[config.mk]
export PLATFORM = sky130hd
export DESIGN_NAME = wildcard_pattern_search
export DESIGN_NICKNAME = d
export VERILOG_FILES = /design/src/hw/rtl/wps_pkg.sv /design/src/hw/rtl/wps_cfg.sv /design/src/hw/rtl/wps_cell.sv /design/src/hw/rtl/wildcard_pattern_search.sv
export SDC_FILE = /design/constraint.sdc
export NUM_CORES = 1
export LEC_CHECK = 0
export BUFFER_PORTS_ARGS = -buffer_cell sky130_fd_sc_hd__buf_4
export CAP_MARGIN = 5
export CORE_MARGIN = 2
export CORE_UTILIZATION = 45
export CTS_BUF_LIST = sky130_fd_sc_hd__clkbuf_16
export DETAILED_ROUTE_END_ITERATION = 7
export MAX_ROUTING_LAYER = met4
export SKIP_LAST_GASP = 1
export SLEW_MARGIN = 20
export SYNTH_ARGS = -nofsm -noshare
export SYNTH_HDL_FRONTEND = slang
export SYNTH_SLANG_ARGS = --single-unit
[constraint.sdc]
create_clock -name clk -period 9.4 [get_ports clk]
set_input_delay 0.47 -clock clk [delete_from_list [all_inputs] [get_ports clk]]
set_output_delay 0.47 -clock clk [all_outputs]
set_load 0.02 [all_outputs]
[src/hw/rtl/wps_pkg.sv]
// ----------------------------------------------------------------------------
// wps_pkg
// shared types and constants of the wildcard pattern search
// ----------------------------------------------------------------------------
package wps_pkg;

  localparam int MAX_PATTERN_DEF   = 16;
  localparam int POSITION_BITS_DEF = 32;

  localparam int PAT_SLOTS   = 16;
  localparam int CFG_AW      = 6;
  localparam int CFG_DW      = 64;
  localparam int LEN_W       = 5;
  localparam int MATCH_W     = 32;

  typedef enum logic [2:0] {
    REG_PATTERN_LOW  = 3'd0,
    REG_PATTERN_HIGH = 3'd1,
    REG_LENGTH       = 3'd2,
    REG_WILD_CHAR    = 3'd3,
    REG_WILD_ENABLE  = 3'd4
  } reg_idx_t;

  typedef struct packed {
    logic [PAT_SLOTS-1:0][7:0] pattern;
    logic [LEN_W-1:0]          len;
    logic [7:0]                wild_char;
    logic                      wild_en;
  } cfg_t;

endpackage

[src/hw/rtl/wps_cfg.sv]
// ----------------------------------------------------------------------------
// wps_cfg
// apb register file; presents the clamped pattern length to the datapath
// ----------------------------------------------------------------------------
module wps_cfg #(
  parameter int MAX_PATTERN = wps_pkg::MAX_PATTERN_DEF
) (
  input  logic                        clk,
  input  logic                        rst_n,
  input  logic                        cfg_psel,
  input  logic                        cfg_penable,
  input  logic                        cfg_pwrite,
  input  logic [wps_pkg::CFG_AW-1:0]  cfg_paddr,
  input  logic [wps_pkg::CFG_DW-1:0]  cfg_pwdata,
  output logic [wps_pkg::CFG_DW-1:0]  cfg_prdata,
  output logic                        cfg_pready,
  output wps_pkg::cfg_t               cfg_o
);
  import wps_pkg::*;

  logic [63:0]      pat_lo_r;
  logic [63:0]      pat_hi_r;
  logic [LEN_W-1:0] len_r;
  logic [7:0]       wchar_r;
  logic             wen_r;
  logic             wr;
  reg_idx_t         idx;
  logic [LEN_W-1:0] len_eff;

  assign cfg_pready = 1'b1;
  assign wr  = cfg_psel & cfg_penable & cfg_pwrite & cfg_pready;
  assign idx = reg_idx_t'(cfg_paddr[CFG_AW-1:3]);

  always_ff @(posedge clk) begin
    if (!rst_n) begin
      pat_lo_r <= '0;
      pat_hi_r <= '0;
      len_r    <= LEN_W'(1);
      wchar_r  <= '0;
      wen_r    <= 1'b0;
    end else if (wr) begin
      unique case (idx)
        REG_PATTERN_LOW:  pat_lo_r <= cfg_pwdata;
        REG_PATTERN_HIGH: pat_hi_r <= cfg_pwdata;
        REG_LENGTH:       len_r    <= cfg_pwdata[LEN_W-1:0];
        REG_WILD_CHAR:    wchar_r  <= cfg_pwdata[7:0];
        REG_WILD_ENABLE:  wen_r    <= cfg_pwdata[0];
        default: ;
      endcase
    end
  end

  always_comb begin
    unique case (idx)
      REG_PATTERN_LOW:  cfg_prdata = pat_lo_r;
      REG_PATTERN_HIGH: cfg_prdata = pat_hi_r;
      REG_LENGTH:       cfg_prdata = CFG_DW'(len_r);
      REG_WILD_CHAR:    cfg_prdata = CFG_DW'(wchar_r);
      REG_WILD_ENABLE:  cfg_prdata = CFG_DW'(wen_r);
      default:          cfg_prdata = '0;
    endcase
  end

  // zero acts as one, anything past the window depth as the depth
  always_comb begin
    if (len_r == '0) begin
      len_eff = LEN_W'(1);
    end else if (len_r > LEN_W'(MAX_PATTERN)) begin
      len_eff = LEN_W'(MAX_PATTERN);
    end else begin
      len_eff = len_r;
    end
  end

  assign cfg_o.pattern   = {pat_hi_r, pat_lo_r};
  assign cfg_o.len       = len_eff;
  assign cfg_o.wild_char = wchar_r;
  assign cfg_o.wild_en   = wen_r;

endmodule

[src/hw/rtl/wps_cell.sv]
// ----------------------------------------------------------------------------
// wps_cell
// one window byte: shifts on from its neighbor and checks the byte it takes
// ----------------------------------------------------------------------------
module wps_cell (
  input  logic       clk,
  input  logic       shift_en,
  input  logic [7:0] byte_in,
  input  logic [7:0] pat_byte,
  input  logic [7:0] wild_char,
  input  logic       wild_en,
  input  logic       active,
  output logic [7:0] byte_out,
  output logic       match
);

  logic [7:0] byte_r;

  always_ff @(posedge clk) begin
    if (shift_en) begin
      byte_r <= byte_in;
    end
  end

  assign byte_out = byte_r;
  assign match    = !active || (wild_en && (pat_byte == wild_char)) ||
                    (pat_byte == byte_in);

endmodule

[src/hw/rtl/wildcard_pattern_search.sv]
// ----------------------------------------------------------------------------
// wildcard_pattern_search
// streaming single-character wildcard search over a shifting byte window
// ----------------------------------------------------------------------------
//  channel  ports       direction  payload
//  in       in_t*       slave      tdata[7:0] text_byte, tuser[0] start_of_text
//  out      out_t*      master     tdata[31:0] match_start, tuser[0] saturated
//  cfg      cfg_p*      apb        five registers at 8-byte spacing
//
// one byte accepted per cycle unless out stalls; a match appears on out in the cycle
// after its byte is accepted; the compare is a row of MAX_PATTERN cells fed as a
// shift chain, then one out register; a stalled out register holds in_tready low
// until it drains; reset needs no clearing pass
// ----------------------------------------------------------------------------
module wildcard_pattern_search #(
  parameter int MAX_PATTERN   = wps_pkg::MAX_PATTERN_DEF,
  parameter int POSITION_BITS = wps_pkg::POSITION_BITS_DEF
) (
  input  logic                         clk,
  input  logic                         rst_n,
  input  logic                         in_tvalid,
  output logic                         in_tready,
  input  logic [7:0]                   in_tdata,   // text_byte
  input  logic [0:0]                   in_tuser,   // start_of_text
  output logic                         out_tvalid,
  input  logic                         out_tready,
  output logic [wps_pkg::MATCH_W-1:0]  out_tdata,  // match_start
  output logic [0:0]                   out_tuser,  // position_saturated
  input  logic                         cfg_psel,
  input  logic                         cfg_penable,
  input  logic                         cfg_pwrite,
  input  logic [wps_pkg::CFG_AW-1:0]   cfg_paddr,
  input  logic [wps_pkg::CFG_DW-1:0]   cfg_pwdata,
  output logic [wps_pkg::CFG_DW-1:0]   cfg_prdata,
  output logic                         cfg_pready
);
  import wps_pkg::*;

  localparam int FW = $clog2(MAX_PATTERN + 1);
  localparam int SW = (POSITION_BITS > MATCH_W) ? POSITION_BITS : MATCH_W;

  cfg_t                     cfg;
  logic                     accept;
  logic                     sot;
  logic [MAX_PATTERN-1:0]   cell_match;
  logic [7:0]               chain [MAX_PATTERN+1];

  logic [FW-1:0]            fill_r, fill_nxt, fill_base;
  logic [POSITION_BITS-1:0] pos_r, pos_nxt, pos_base;
  logic                     sat_r, sat_nxt;
  logic                     hit;
  logic [SW-1:0]            start_full;

  logic                     out_valid_r;
  logic [MATCH_W-1:0]       out_data_r;
  logic                     out_sat_r;

  wps_cfg #(.MAX_PATTERN(MAX_PATTERN)) u_cfg (
    .clk        (clk),
    .rst_n      (rst_n),
    .cfg_psel   (cfg_psel),
    .cfg_penable(cfg_penable),
    .cfg_pwrite (cfg_pwrite),
    .cfg_paddr  (cfg_paddr),
    .cfg_pwdata (cfg_pwdata),
    .cfg_prdata (cfg_prdata),
    .cfg_pready (cfg_pready),
    .cfg_o      (cfg)
  );

  assign in_tready = !out_valid_r || out_tready;
  assign accept    = in_tvalid && in_tready;
  assign sot       = in_tuser[0];
  assign chain[0]  = in_tdata;

  for (genvar j = 0; j < MAX_PATTERN; j++) begin : g_cell
    logic [3:0] pidx;
    logic       active;
    assign pidx   = 4'(cfg.len - LEN_W'(1) - LEN_W'(j));
    assign active = LEN_W'(j) < cfg.len;

    wps_cell u_cell (
      .clk      (clk),
      .shift_en (accept),
      .byte_in  (chain[j]),
      .pat_byte (cfg.pattern[pidx]),
      .wild_char(cfg.wild_char),
      .wild_en  (cfg.wild_en),
      .active   (active),
      .byte_out (chain[j+1]),
      .match    (cell_match[j])
    );
  end

  // stream counters, cleared by a start-of-text request
  always_comb begin
    fill_base = sot ? '0 : fill_r;
    pos_base  = sot ? '0 : pos_r;
    fill_nxt  = (fill_base == FW'(MAX_PATTERN)) ? fill_base : fill_base + FW'(1);
    if (pos_base == {POSITION_BITS{1'b1}}) begin
      pos_nxt = pos_base;
      sat_nxt = 1'b1;
    end else begin
      pos_nxt = pos_base + POSITION_BITS'(1);
      sat_nxt = sot ? 1'b0 : sat_r;
    end
    hit        = (LEN_W'(fill_nxt) >= cfg.len) && (&cell_match);
    start_full = SW'(pos_base) - SW'(cfg.len - LEN_W'(1));
  end

  always_ff @(posedge clk) begin
    if (!rst_n) begin
      fill_r <= '0;
      pos_r  <= '0;
      sat_r  <= 1'b0;
    end else if (accept) begin
      fill_r <= fill_nxt;
      pos_r  <= pos_nxt;
      sat_r  <= sat_nxt;
    end
  end

  always_ff @(posedge clk) begin
    if (!rst_n) begin
      out_valid_r <= 1'b0;
    end else if (accept) begin
      out_valid_r <= hit;
    end else if (out_tready) begin
      out_valid_r <= 1'b0;
    end
  end

  always_ff @(posedge clk) begin
    if (accept) begin
      out_data_r <= start_full[MATCH_W-1:0];
      out_sat_r  <= sat_nxt;
    end
  end

  assign out_tvalid   = out_valid_r;
  assign out_tdata    = out_data_r;
  assign out_tuser[0] = out_sat_r;

endmodule

Yosys cells after proc, flatten, opt, wreduce, memory -nomap -nowiden
Index checks and enable logic that the tools add are counted.

Add/subtract/negate cells: 20. Magnitude comparators: 34. Equality and inequality tests: 38. Mux-type cells: 43. Bitwise logic cells: 2. Reductions and logical operators: 77.

Operator list (number): $bmux W8 S4 (16); $pmux W64 S5 (1); $eq A8 B8 Y1 (32); $mux W8 (16); $lt A4 B5 Y1 const B (16); $mux W32 (2); $lt A4 B5 Y1 const A (8); $logic_or A1 B1 Y1 (33); $add A32 B1 Y32 const B (1); $eq A32 B32 Y1 const B (1); $sub A32 B32 Y32 (1); $sub A4 B4 Y4 const B (8); $lt A3 B5 Y1 const A (4); $mux W5 (4); $logic_and A1 B1 Y1 (18); $logic_not A1 Y1 (17); $reduce_and A16 Y1 (1); $sub A4 B3 Y4 const B (4); $lt A1 B5 Y1 const A (2); $lt A2 B5 Y1 const A (2); $reduce_and A2 Y1 (5); $sub A4 B1 Y4 const B (2); $sub A4 B2 Y4 const B (2); $eq A3 B2 Y1 const B (2); 12 further kinds (16).

Bits in registers: 334. Input port bits: 86. Output and inout bits: 100.

Longest topological paths before layout
Word-level depth: 14. Depth in mapped cells: 25. Depth with buffers taken out: 17.

By module
From an unflattened synthesis, not the netlist that was laid out.

Cell total of the unflattened synthesis: 2329. Area, all modules: 24609.9 sq um.

Modules (own cells, without submodules): wildcard_pattern_search (instances 1, cells an instance 1187, area an instance 11691.2 sq um, sequential area each 1771.7 sq um); wps_cell (instances 16, cells an instance 31, area an instance 419.2 sq um, sequential area each 240.2 sq um); wps_cfg (instances 1, cells an instance 646, area an instance 6212.2 sq um, sequential area each 2842.7 sq um).

Worst setup path before layout
No wires, ideal clock.

Path type: input to register. Start point: input port out_tready. End point: register pos_r[5]. Arrival: 6524 ps. Required time: 9272 ps. Path slack: 2748 ps. Stages: 9. Path buffers: 1. Path through: nand2b_1 > nand2_1 > inv_1 > clkbuf_1 > and2_0 > nand2_1 > or3_1 > xnor2_1 > nor2_1.

Cells in the longest elaborated chain, start to end: 2.

Ends and longest elaborated chain: start, declared (line wildcard_pattern_search.sv:26) `input logic out_tready,`; $logic_or A1 B1 Y1 (line wildcard_pattern_search.sv:71) `assign in_tready = !out_valid_r || out_tready;`; $logic_and A1 B1 Y1 (line wildcard_pattern_search.sv:72) `assign accept = in_tvalid && in_tready;`; via accept (line wildcard_pattern_search.sv:43) `logic accept;`; end signal, assigned (line wildcard_pattern_search.sv:118) `pos_r <= pos_nxt;`; end, declared (line wildcard_pattern_search.sv:49) `logic [POSITION_BITS-1:0] pos_r, pos_nxt, pos_base;`.

The timed path passes the listed nets, and every way through them passes these cells. A chain may end at the register's enable or synchronous reset.

Worst setup path in the final report
Start point: register u_cfg.len_r[1]. End point: register out_valid_r, in the netlist out_tvalid.

Cells in the longest elaborated chain, start to end: 14. Elaborated cells between the ends (all ways): 168. Those cells by class: add/sub (16); order compare (18); eq/ne (32); mux (35); reduce/logical (67).

Ends and longest elaborated chain: start, declared (line wps_cfg.sv:23) `logic [LEN_W-1:0] len_r;`; start signal, assigned (line wps_cfg.sv:45) `REG_LENGTH: len_r <= cfg_pwdata[LEN_W-1:0];`; $gt A5 B5 Y1 (line wps_cfg.sv:68) `end else if (len_r > LEN_W'(MAX_PATTERN)) begin`; $mux W5 (line wps_cfg.sv:68); $mux W5 (*) (line wps_cfg.sv:66) `if (len_r == '0) begin`; $sub A4 B1 Y4 (line wildcard_pattern_search.sv:79) `assign pidx = 4'(cfg.len - LEN_W'(1) - LEN_W'(j));`; $sub A4 B1 Y4 (tied with other cells) (line wildcard_pattern_search.sv:79); $bmux W8 S4 (line wildcard_pattern_search.sv:86) `.pat_byte (cfg.pattern[pidx]),`; $mux W8 (implied by the code) (line wildcard_pattern_search.sv:86); $eq A8 B8 Y1 (line wps_cell.sv:26) `assign match = !active || (wild_en && (pat_byte == wild_char)) ||`; $logic_and A1 B1 Y1 (line wps_cell.sv:26); $logic_or A1 B1 Y1 (2 in a row) (line wps_cell.sv:26); $reduce_and A16 Y1 (line wildcard_pattern_search.sv:107) `hit = (LEN_W'(fill_nxt) >= cfg.len) && (&cell_match);`; $logic_and A1 B1 Y1 (*) (line wildcard_pattern_search.sv:107); $mux W1 (*) (line wildcard_pattern_search.sv:126) `end else if (accept) begin`; end signal, assigned (line wildcard_pattern_search.sv:127) `out_valid_r <= hit;`; end, declared (line wildcard_pattern_search.sv:54) `logic out_valid_r;`.

Mark *: on every way between the ends. The rest lies on a longest branch, timed or not. The select of a mux whose other input is x is not followed.

==> results.json <==
{
  "viasPerCell": 6.322,
  "hold_start": "in_tdata[4]",
  "dr_wl_met3_um": 8056,
  "dr_total_vias": 21220,
  "ys_seq_elements": 334,
  "outcome": "complete, no violations",
  "wirelength_um": 92850,
  "drtIter0Drc": 2416,
  "pin_count": 186,
  "syn_area_sq_um": 24380,
  "r2r_end": "out_tvalid",
  "ir_worst_vdd_uv": 106.0,
  "reg2reg_depth": 19,
  "cts_tree": "done",
  "grt_max_degree": 105,
  "syn_inst": 2533,
  "ys.flop_type": "dfxtp_1",
  "final-max-slew-violation-count": 0,
  "clk_pin_slew_ns": 0.06,
  "route.detailed.drc": 0,
  "rsz0062_at_grt": "false",
  "cts_hold_buf": 0,
  "antenna_found_initial": 1,
  "clock_skew_ns": 0.02206,
  "final_antenna_net_count": 0,
  "start_util_pct": 45.40,
  "crit_top_cell": "buf_4",
  "die_width_um": 236.8,
  "reg2reg_setup_slack_ns": 2.77,
  "top_layer": "met4",
  "synth_edf_count": 153,
  "clockBufferDepth": 3,
  "period_needed_ns": 6.625,
  "cp_cell_sequence": "or4_4, nand2_8, inv_6, ha_1, xnor2_4, buf_4, ha_1, buf_4, inv_1, buf_4, a21oi_1, a2111oi_1, nor3_1, nand2b_1, nor4b_1, a41o_1, o2111a_1, nand3_1, o22ai_2",
  "areaGrowthSynthToFinish_pct": 13.25,
  "wl_per_cell_um": 27.66,
  "fmax_ghz": 0.1509,
  "syn_nets": 2668,
  "grt_use_total_pct": 33.57,
  "rows": 85,
  "placed_area_sq_um": 26390,
  "ys_async_sr_fraction_pct": 0,
  "whs_path_depth": 1,
  "drtPass1Iterations": 6,
  "grt_pass1_vias": 19610,
  "core_sq_um": 53710,
  "overflow": 0,
  "worstPathMaxFanout": 47,
  "dieArea_sq_um": 56060,
  "layout.cells.non_filler": 3357,
  "min_path_type": "in2reg",
  "cp.required_ns": 9.90,
  "port_buffers": 181,
  "maxCapViolations": 0,
  "grt_pass1_wl_um": 134600,
  "max_stage_delay_ns": 0.79,
  "tns_ns": 0,
  "period_share_pct": 70.48,
  "nets": 2767,
  "fp.dieH_um": 236.8,
  "worstSetupPathType": "reg2reg",
  "met1_length_um": 38900,
  "path_delay_family": "simple AND/OR/NAND/NOR gates",
  "design_area_sq_um": 27610,
  "cts_buffers": 39,
  "startpoint_type": "flip-flop",
  "clk_latency_ns": 0.58,
  "worst_path_max_delay_cell": "a2111oi_1",
  "synth_seq_area_share_pct": 33.71,
  "fin_util_pct": 51.41,
  "arrival_ns": 7.13,
  "ys_warn_count": 0,
  "whs_endpoint": "g_cell[0].u_cell.byte_out[4]",
  "final_layout_size_suffix_gt1_share_pct": 18.53,
  "cts_setup_buffers": 0,
  "clock_sinks": 334,
  "dp_hpwl_um": 71190,
  "relSlewSlack_pct": 26.58,
  "gp_congestion": 1.025,
  "dp_cells": 3287,
  "h-tree-depth": 2,
  "setup_violations": 0,
  "cellLeakagePower_nw": 10.40,
  "power_density_nw_per_um2": 124.6,
  "postCtsResizedCells": 0,
  "endpoint_kind": "flip-flop",
  "cp_num_buf_inv": 5,
  "syn_avg_cell_area_sq_um": 9.625,
  "final_hold_viol_count": 0,
  "r2r-start": "u_cfg.len_r[1]",
  "route.met2.wl_um": 42310,
  "synth.distinct_cells": 73,
  "worst_pin_slew_ns": 1.101,
  "clock-root-buffer": "clkbuf_16"
}
flip-flops by register name, summed over array words and instances (netlist names), 5 cells and up:
register	flops
fill_r	5
g_cell.u_cell.byte_out	120
out_tdata	32
pos_r	32
u_cfg.len_r	5
u_cfg.pat_hi_r	64
u_cfg.pat_lo_r	64
u_cfg.wchar_r	8
kinds of logic after synthesis:
kind of cell / after synthesis / synth area share, %
adders and majority gates: 49 / 2.545
buffers and inverters: 207 / 3.438
other: 1 / 0.01538
DFF: 334 / 33.71
xor gates and xnor gates: 301 / 10.89
AOI/OAI and AO/OA: 461 / 12.16
muxes: 286 / 20.48
and+or+nand+nor: 894 / 16.77
routing by layer:
metal,vias to the layer above,track usage (%)
met4,0,11.49
met1,10540,45.65
met5,-,-
li1,9461,-
met2,1061,51.16
met3,159,5.316
worst max path at each step:
stage                   startpoint          to  depth (start not counted)
detailed placement  u_cfg.len_r[1]  out_tvalid                         19
finish              u_cfg.len_r[1]  out_tvalid                         19
floorplan               out_tready    pos_r[5]                          9
global route        u_cfg.len_r[1]  out_tvalid                         19
CTS                 u_cfg.len_r[1]  out_tvalid                         19
global placement    u_cfg.len_r[1]  out_tvalid                         19
cells in the final DEF (no fill, tap or decap), drive strengths merged, types with 27 or more instances in the layout:
| cell | count |
|---|---|
| xor2 | 169 |
| edfxtp | 153 |
| clkbuf | 39 |
| nor2b | 38 |
| xnor2 | 132 |
| nand3 | 27 |
| mux2i | 114 |
| nand2b | 47 |
| nand4 | 31 |
| nor4 | 33 |
| nor3 | 34 |
| a21oi | 198 |
| buf | 235 |
| a22o | 73 |
| o21ai | 44 |
| and3 | 44 |
| ha | 48 |
| mux4 | 170 |
| dfxtp | 181 |
| nor2 | 87 |
| a31oi | 47 |
| nand2 | 514 |
| inv | 41 |
cell usage after synthesis, drive strengths merged, types with 8 or more instances:
cell type | count | area [sq um]
a221oi | 8 | 70.07
mux4 | 170 | 3829
o21ai | 44 | 220.2
a211o | 17 | 148.9
xnor2 | 132 | 1175
mux2i | 114 | 1141
ha | 48 | 600.6
and2 | 8 | 50.05
a211oi | 8 | 60.06
xor2 | 169 | 1480
nand4 | 31 | 193.9
nand3 | 27 | 135.1
dfxtp | 181 | 3623
a2111oi | 8 | 72.57
and3 | 44 | 275.3
a31oi | 47 | 294.0
nor2 | 87 | 329.1
nor3 | 34 | 170.2
a22o | 73 | 639.4
a21o | 15 | 112.6
or3 | 8 | 50.05
buf | 43 | 217.7
nor2b | 38 | 237.7
nor4 | 33 | 212.7
clkbuf | 134 | 503.0
a21oi | 198 | 991.0
nand2b | 47 | 294.0
nor4b | 9 | 78.83
inv | 29 | 113.9
edfxtp | 153 | 4594
nand2 | 514 | 1946
o21a | 11 | 82.58
through the flow:
step / worst slack (ns) / power (mW) / hold slack (ns)
after global routing: 2.646 / 3.549 / 0.08238
after floorplan: 2.748 / 1.851 / 0.4447
after detailed placement: 2.905 / 1.982 / 0.4558
final: 2.775 / 3.441 / 0.09282
after CTS: 2.841 / 3.464 / 0.06807
after global placement: 2.949 / 1.977 / 0.4498
area by class of cell:
class,count,area [sq um]
timing repair buffer,235,1777
multi-input combinational,1992,15390
tap,696,870.8
inverter,30,127.6
clock buffer,39,975.9
clock inverter,30,244.0
sequential,334,8222
antenna,1,2.502
fill,4870,26100
power breakdown:
part	total (mW)	leakage (nW)	internal (mW)	switching, mW
logic	0.325	6.81	0.134	0.192
clock network	1.49	0.618	0.844	0.643
registers	1.63	2.97	1.59	0.0422
Power figures use the tool's default switching activity.
